===== config.mk =====
export PLATFORM = sky130hd
export DESIGN_NAME = gaps_ctrl
export DESIGN_NICKNAME = d
export VERILOG_FILES = /design/src/sv/gaps_pkg.sv /design/src/sv/gaps_ctrl.sv
export SDC_FILE = /design/constraint.sdc
export NUM_CORES = 1
export LEC_CHECK = 0
export BUFFER_PORTS_ARGS = -buffer_cell sky130_fd_sc_hd__buf_2
export CAP_MARGIN = 20
export CORE_AREA = 2 2 40 42
export CTS_BUF_LIST = sky130_fd_sc_hd__clkbuf_4 sky130_fd_sc_hd__clkbuf_8
export DETAILED_ROUTE_END_ITERATION = 8
export DIE_AREA = 0 0 42 44
export MAX_ROUTING_LAYER = met4
export PLACE_DENSITY = 0.8
export SLEW_MARGIN = 15
export SYNTH_ARGS = -nofsm -noshare
export SYNTH_HDL_FRONTEND = slang
export SYNTH_SLANG_ARGS = --single-unit

===== constraint.sdc =====
create_clock -name i_clk -period 1.3 [get_ports i_clk]
set_input_delay 0.325 -clock i_clk [delete_from_list [all_inputs] [get_ports i_clk]]
set_output_delay 0.325 -clock i_clk [all_outputs]
set_load 0.02 [all_outputs]

===== src/sv/gaps_pkg.sv =====
package gaps_pkg;

    localparam int CW = 3;
    localparam int AW = 2 * CW;
    localparam int COST_W = 24;
    localparam int GF_W = 2 * COST_W;
    localparam int ROOT_W = 12;
    localparam logic [COST_W-1:0] COST_MAX = 24'hFFFFFF;

    typedef logic [CW-1:0] t_coord;
    typedef logic [AW-1:0] t_addr;
    typedef logic [COST_W-1:0] t_cost;

    typedef struct packed {
        logic accept;
        logic init;
        logic scan_clr;
        logic scan_issue;
        logic expand;
        logic load_g;
        logic nb_rd;
        logic nb_upd;
        logic walk_init;
        logic walk_push;
        logic walk_load;
        logic emit_rd;
        logic emit;
        logic err;
    } t_cmd;

    typedef struct packed {
        logic is_solve;
        logic start_out;
        logic cur_goal;
        logic scan_last;
        logic found;
        logic nb_valid;
        logic nb_last;
        logic nb_done;
        logic walk_stop;
        logic emit_last;
    } t_sts;

    // Rounded 256*sqrt(dx*dx+dy*dy) for offsets of up to seven cells.
    function automatic logic [ROOT_W-1:0] gaps_root(input t_coord dx, input t_coord dy);
        logic [6:0] d;
        logic [ROOT_W-1:0] r;
        d = 7'({4'b0, dx} * {4'b0, dx}) + 7'({4'b0, dy} * {4'b0, dy});
        case (d)
            7'd0: r = 12'd0;
            7'd1: r = 12'd256;
            7'd2: r = 12'd362;
            7'd4: r = 12'd512;
            7'd5: r = 12'd572;
            7'd8: r = 12'd724;
            7'd9: r = 12'd768;
            7'd10: r = 12'd810;
            7'd13: r = 12'd923;
            7'd16: r = 12'd1024;
            7'd17: r = 12'd1056;
            7'd18: r = 12'd1086;
            7'd20: r = 12'd1145;
            7'd25: r = 12'd1280;
            7'd26: r = 12'd1305;
            7'd29: r = 12'd1379;
            7'd32: r = 12'd1448;
            7'd34: r = 12'd1493;
            7'd36: r = 12'd1536;
            7'd37: r = 12'd1557;
            7'd40: r = 12'd1619;
            7'd41: r = 12'd1639;
            7'd45: r = 12'd1717;
            7'd49: r = 12'd1792;
            7'd50: r = 12'd1810;
            7'd52: r = 12'd1846;
            7'd53: r = 12'd1864;
            7'd58: r = 12'd1950;
            7'd61: r = 12'd1999;
            7'd65: r = 12'd2064;
            7'd72: r = 12'd2172;
            7'd74: r = 12'd2202;
            7'd85: r = 12'd2360;
            7'd98: r = 12'd2534;
            default: r = 12'd0;
        endcase
        return r;
    endfunction

endpackage


===== src/sv/gaps_ctrl.sv =====
module gaps_ctrl (
    input  logic            i_clk,
    input  logic            i_rst_n,
    input  logic            i_start,
    input  gaps_pkg::t_sts  i_sts,
    output gaps_pkg::t_cmd  o_cmd,
    output logic            o_busy
);
    import gaps_pkg::*;

    localparam logic [3:0] S_IDLE   = 4'd0;
    localparam logic [3:0] S_INIT   = 4'd1;
    localparam logic [3:0] S_SCAN0  = 4'd2;
    localparam logic [3:0] S_SCAN   = 4'd3;
    localparam logic [3:0] S_SCANE  = 4'd4;
    localparam logic [3:0] S_SDEC   = 4'd5;
    localparam logic [3:0] S_EXPG   = 4'd6;
    localparam logic [3:0] S_NBRD   = 4'd7;
    localparam logic [3:0] S_NBUPD  = 4'd8;
    localparam logic [3:0] S_WALK0  = 4'd9;
    localparam logic [3:0] S_WALKRD = 4'd10;
    localparam logic [3:0] S_WALKLD = 4'd11;
    localparam logic [3:0] S_EMRD   = 4'd12;
    localparam logic [3:0] S_EMOUT  = 4'd13;
    localparam logic [3:0] S_ERR    = 4'd14;

    logic [3:0] r_state, n_state;
    logic [3:0] s_after;

    assign s_after = i_sts.cur_goal ? S_WALK0 : S_SCAN0;
    assign o_busy  = (r_state != S_IDLE);

    always_comb begin
        n_state = r_state;
        o_cmd   = '0;
        unique case (r_state)
            S_IDLE: begin
                if (i_start) begin
                    o_cmd.accept = 1'b1;
                    if (i_sts.is_solve) begin
                        n_state = i_sts.start_out ? S_ERR : S_INIT;
                    end
                end
            end
            S_INIT: begin
                o_cmd.init = 1'b1;
                n_state = s_after;
            end
            S_SCAN0: begin
                o_cmd.scan_clr = 1'b1;
                n_state = S_SCAN;
            end
            S_SCAN: begin
                o_cmd.scan_issue = 1'b1;
                if (i_sts.scan_last) begin
                    n_state = S_SCANE;
                end
            end
            S_SCANE: n_state = S_SDEC;
            S_SDEC: begin
                if (i_sts.found) begin
                    o_cmd.expand = 1'b1;
                    n_state = S_EXPG;
                end else begin
                    n_state = S_WALK0;
                end
            end
            S_EXPG: begin
                o_cmd.load_g = 1'b1;
                n_state = S_NBRD;
            end
            S_NBRD: begin
                o_cmd.nb_rd = 1'b1;
                if (i_sts.nb_valid) begin
                    n_state = S_NBUPD;
                end else if (i_sts.nb_last) begin
                    n_state = s_after;
                end
            end
            S_NBUPD: begin
                o_cmd.nb_upd = 1'b1;
                n_state = i_sts.nb_done ? s_after : S_NBRD;
            end
            S_WALK0: begin
                o_cmd.walk_init = 1'b1;
                n_state = S_WALKRD;
            end
            S_WALKRD: begin
                o_cmd.walk_push = 1'b1;
                n_state = i_sts.walk_stop ? S_EMRD : S_WALKLD;
            end
            S_WALKLD: begin
                o_cmd.walk_load = 1'b1;
                n_state = S_WALKRD;
            end
            S_EMRD: begin
                o_cmd.emit_rd = 1'b1;
                n_state = S_EMOUT;
            end
            S_EMOUT: begin
                o_cmd.emit = 1'b1;
                n_state = i_sts.emit_last ? S_IDLE : S_EMRD;
            end
            S_ERR: begin
                o_cmd.err = 1'b1;
                n_state = S_IDLE;
            end
            default: n_state = S_IDLE;
        endcase
    end

    always_ff @(posedge i_clk) begin
        if (!i_rst_n) begin
            r_state <= S_IDLE;
        end else begin
            r_state <= n_state;
        end
    end

endmodule


==> results_dict.tcl <==
set metrics [dict create \
    yosys_warnings 0 \
    end_kind "flip-flop" \
    power_frac_comb 0.835 \
    cp-start-kind "flip-flop" \
    ioPinCount 28 \
    worst-slew-pin-transition_ps 403 \
    first_pass_iters 5 \
    max_freq_mhz 607 \
    initial_core_util 0.399 \
    ant_nets 0 \
    stdcell_count 159 \
    routed_wirelength_mm 3.28 \
    hpwl_mm 1.63 \
    max_slew_margin 0.729 \
    p_sw_mw 1.33 \
    port_buffers 27 \
    yosys-top-cells-area "dfxtp_1 14%, nor2_1 9.3%, nor3_1 8.0%" \
    rsz0062_at_grt "true" \
    p_clk_frac 0.054 \
    ir_drop_mv 1.77 \
    hold_violations 0 \
    grt_pass1_wl_mm 4.33 \
    finalSetupViolCount 19 \
    cp_max_fo 6 \
    synth_top_family_by_area "simple AND/OR/NAND/NOR gates" \
    finalCritPeriodShare 1.27 \
    synth_top_area_share 0.142 \
    gp_congestion 0.894 \
    netlist_area_um2 566 \
    largest_register_ffs 4 \
    dieArea_um2 1850 \
    largest-register "r_state" \
    postSynthCellCount 88 \
    switching_share 0.487 \
    reg.largest.list "r_state x4" \
    wl_per_cell_um 20.6 \
    grt_max_degree 9 \
    diodes 0 \
    yosys.area_share.adder 0 \
    p_seq_frac 0.111 \
    violations "setup timing" \
    yosysTopAreaCell "dfxtp_1" \
    critical_path_class "flip-flop to flip-flop" \
    cap_violations 0 \
    clockRootBuffer "clkbuf_4" \
    drt_iter0_markers 79 \
    cts_buffers 3 \
    cts.sinks 4 \
    drc 0 \
    p_leak_nw 0.531 \
    internal_power_mw 1.41 \
    vias 1023 \
    die_w_um 42 \
    dp.cells 143 \
    drive_gt1_frac 0.664 \
    die_h_um 44 \
    htree_levels 1 \
    area_growth_pct 125 \
    dp_slack_ps -245 \
    synth_area_per_cell_um2 6.43 \
    p_per_area_nw_per_um2 2150 \
    cts_tree "built" \
    synth_compound_area_frac 0.204 \
    synth_seq_cells 4 \
    clock_skew_ps 0.624 \
    vias_per_cell 6.43 \
    worstPathArrival_ps 1790 \
    slew_viol_final 0 \
    cts_buffer_depth 2 \
    yosys.area_share.xor_xnor 0 \
    clkSlewWorstSetupHoldPaths_ps 40 \
    synth-simple-area-share 0.538 \
    num_rows 14 \
    synth_mux_area_frac 0.0177 \
    worstPathRequired_ps 1440 \
    netlist-cell-type-count 34 \
    grt_pass1_vias 972 \
    period_minus_slack_ps 1650 \
    synth-seq-area-share 0.142 \
    grt_antenna_before_repair 0 \
    worstSkewPairLatency_ps 230 \
    worst_hold_path_type "primary input to flip-flop" \
    core-area_um2 1420 \
    grt_usage 0.316 \
    grt_overflow 0 \
    fin_nets 158 \
    synthesis.nets 101 \
    status "complete, but fails checks" \
    finalWorstSetupSlack_ps -349 \
]
[layout by cell type (no fill, tap or decap), drive strengths merged]
cell type  count
and3           1
or4            1
nor4b          1
dfxtp          4
buf           59
nor4           4
mux2i          1
o21bai         1
nand2         11
o21ai          4
a221oi         1
a21oi          5
nor3b          1
o31ai          1
nor3           9
nor2          14
inv            4
or3            2
a211oi         1
o32ai          2
clkbuf         3
nand2b         6
nand3          3
nand3b         2
a41oi          2
[power groups by stage]
stage | Sequential, mW | Clock, mW | Combinational (mW)
after floorplan | 0.208 | 0 | 0.922
after global placement | 0.257 | 0 | 1.32
after detailed placement | 0.262 | 0 | 1.34
after CTS | 0.294 | 0.151 | 1.98
after global routing | 0.312 | 0.160 | 2.39
final | 0.304 | 0.148 | 2.29
[layout make-up]
class,count,area (µm²)
inverter,4,17.5
tap,16,20.0
clock buffer,3,22.5
sequential,4,95.1
timing repair buffer,59,508
multi-input combinational,73,612
fill,57,144
[per-layer routing]
metal | global-route usage | vias up | part of all wire
li1 | - | 431 | -
met1 | 0.370 | 482 | 0.37
met2 | 0.506 | 80 | 0.48
met3 | 0.0500 | 30 | 0.082
met4 | 0.194 | 0 | 0.073
met5 | - | - | 0
[worst paths after layout]
kind | slack [ps] | cells after the start | endpoint | startpoint
worst max-delay path | -350 | 6 | r_state[1] | r_state[1]
worst min-delay path | 410 | 3 | r_state[2] | i_rst_n
worst max register to register | -350 | 6 | r_state[1] | r_state[1]
worst min register to register | 820 | 4 | r_state[2] | r_state[3]
[metrics by stage]
step,TNS (ps),instance area [µm²],total power [mW],utilization,hold WS (ps)
final,-4110,1270,2.74,0.899,412
after global routing,-4720,1270,2.86,0.899,417
after CTS,-3630,1190,2.42,0.840,386
after detailed placement,-2240,865,1.60,0.609,629
after global placement,-1570,865,1.58,0.609,603
after floorplan,-1310,609,1.13,-,440
[cell usage after synthesis]
cell type,count
and3_1,1
nand2b_1,6
nor3_1,9
buf_1,1
nand3b_4,1
nor2_1,14
a221oi_1,1
nor4_1,3
o32ai_1,2
nor4_2,1
nand3b_1,1
a21oi_1,4
o21ai_0,1
nor4b_1,1
nand3_2,1
nand2_2,1
buf_4,1
a211oi_1,1
or4_4,1
a21oi_2,1
inv_1,4
dfxtp_1,4
buf_2,3
a41oi_1,2
o21ai_1,3
nand3_1,2
nand2_1,10
buf_6,1
o31ai_1,1
mux2i_1,1
nor3b_1,1
o21bai_1,1
or3_1,2
clkbuf_1,1
[critical path, stage by stage, from the launching register on]
cell and delay, ps:
dfxtp_4 350, or4_4 550, buf_4 170, a21oi_4 150, nor3_2 70, nand3b_4 180, o21ai_1 100
[cell families after synthesis]
| logic type | after synthesis |
|---|---|
| flip-flops | 4 |
| AO/OA/AOI/OAI | 17 |
| buffers and inverters | 11 |
| multiplexers | 1 |
| AND/OR/NAND/NOR | 55 |
[what timing repair did]
action / CTS / global route
hold buffers: 0 / 0
buffers inserted: 11 / 2
cloned: 0 / 0
pin swaps: 8 / 2
setup endpoints to repair: 19 / 19
resized for setup: 63 / 14
Note: power is estimated with default switching activity, not from simulation.
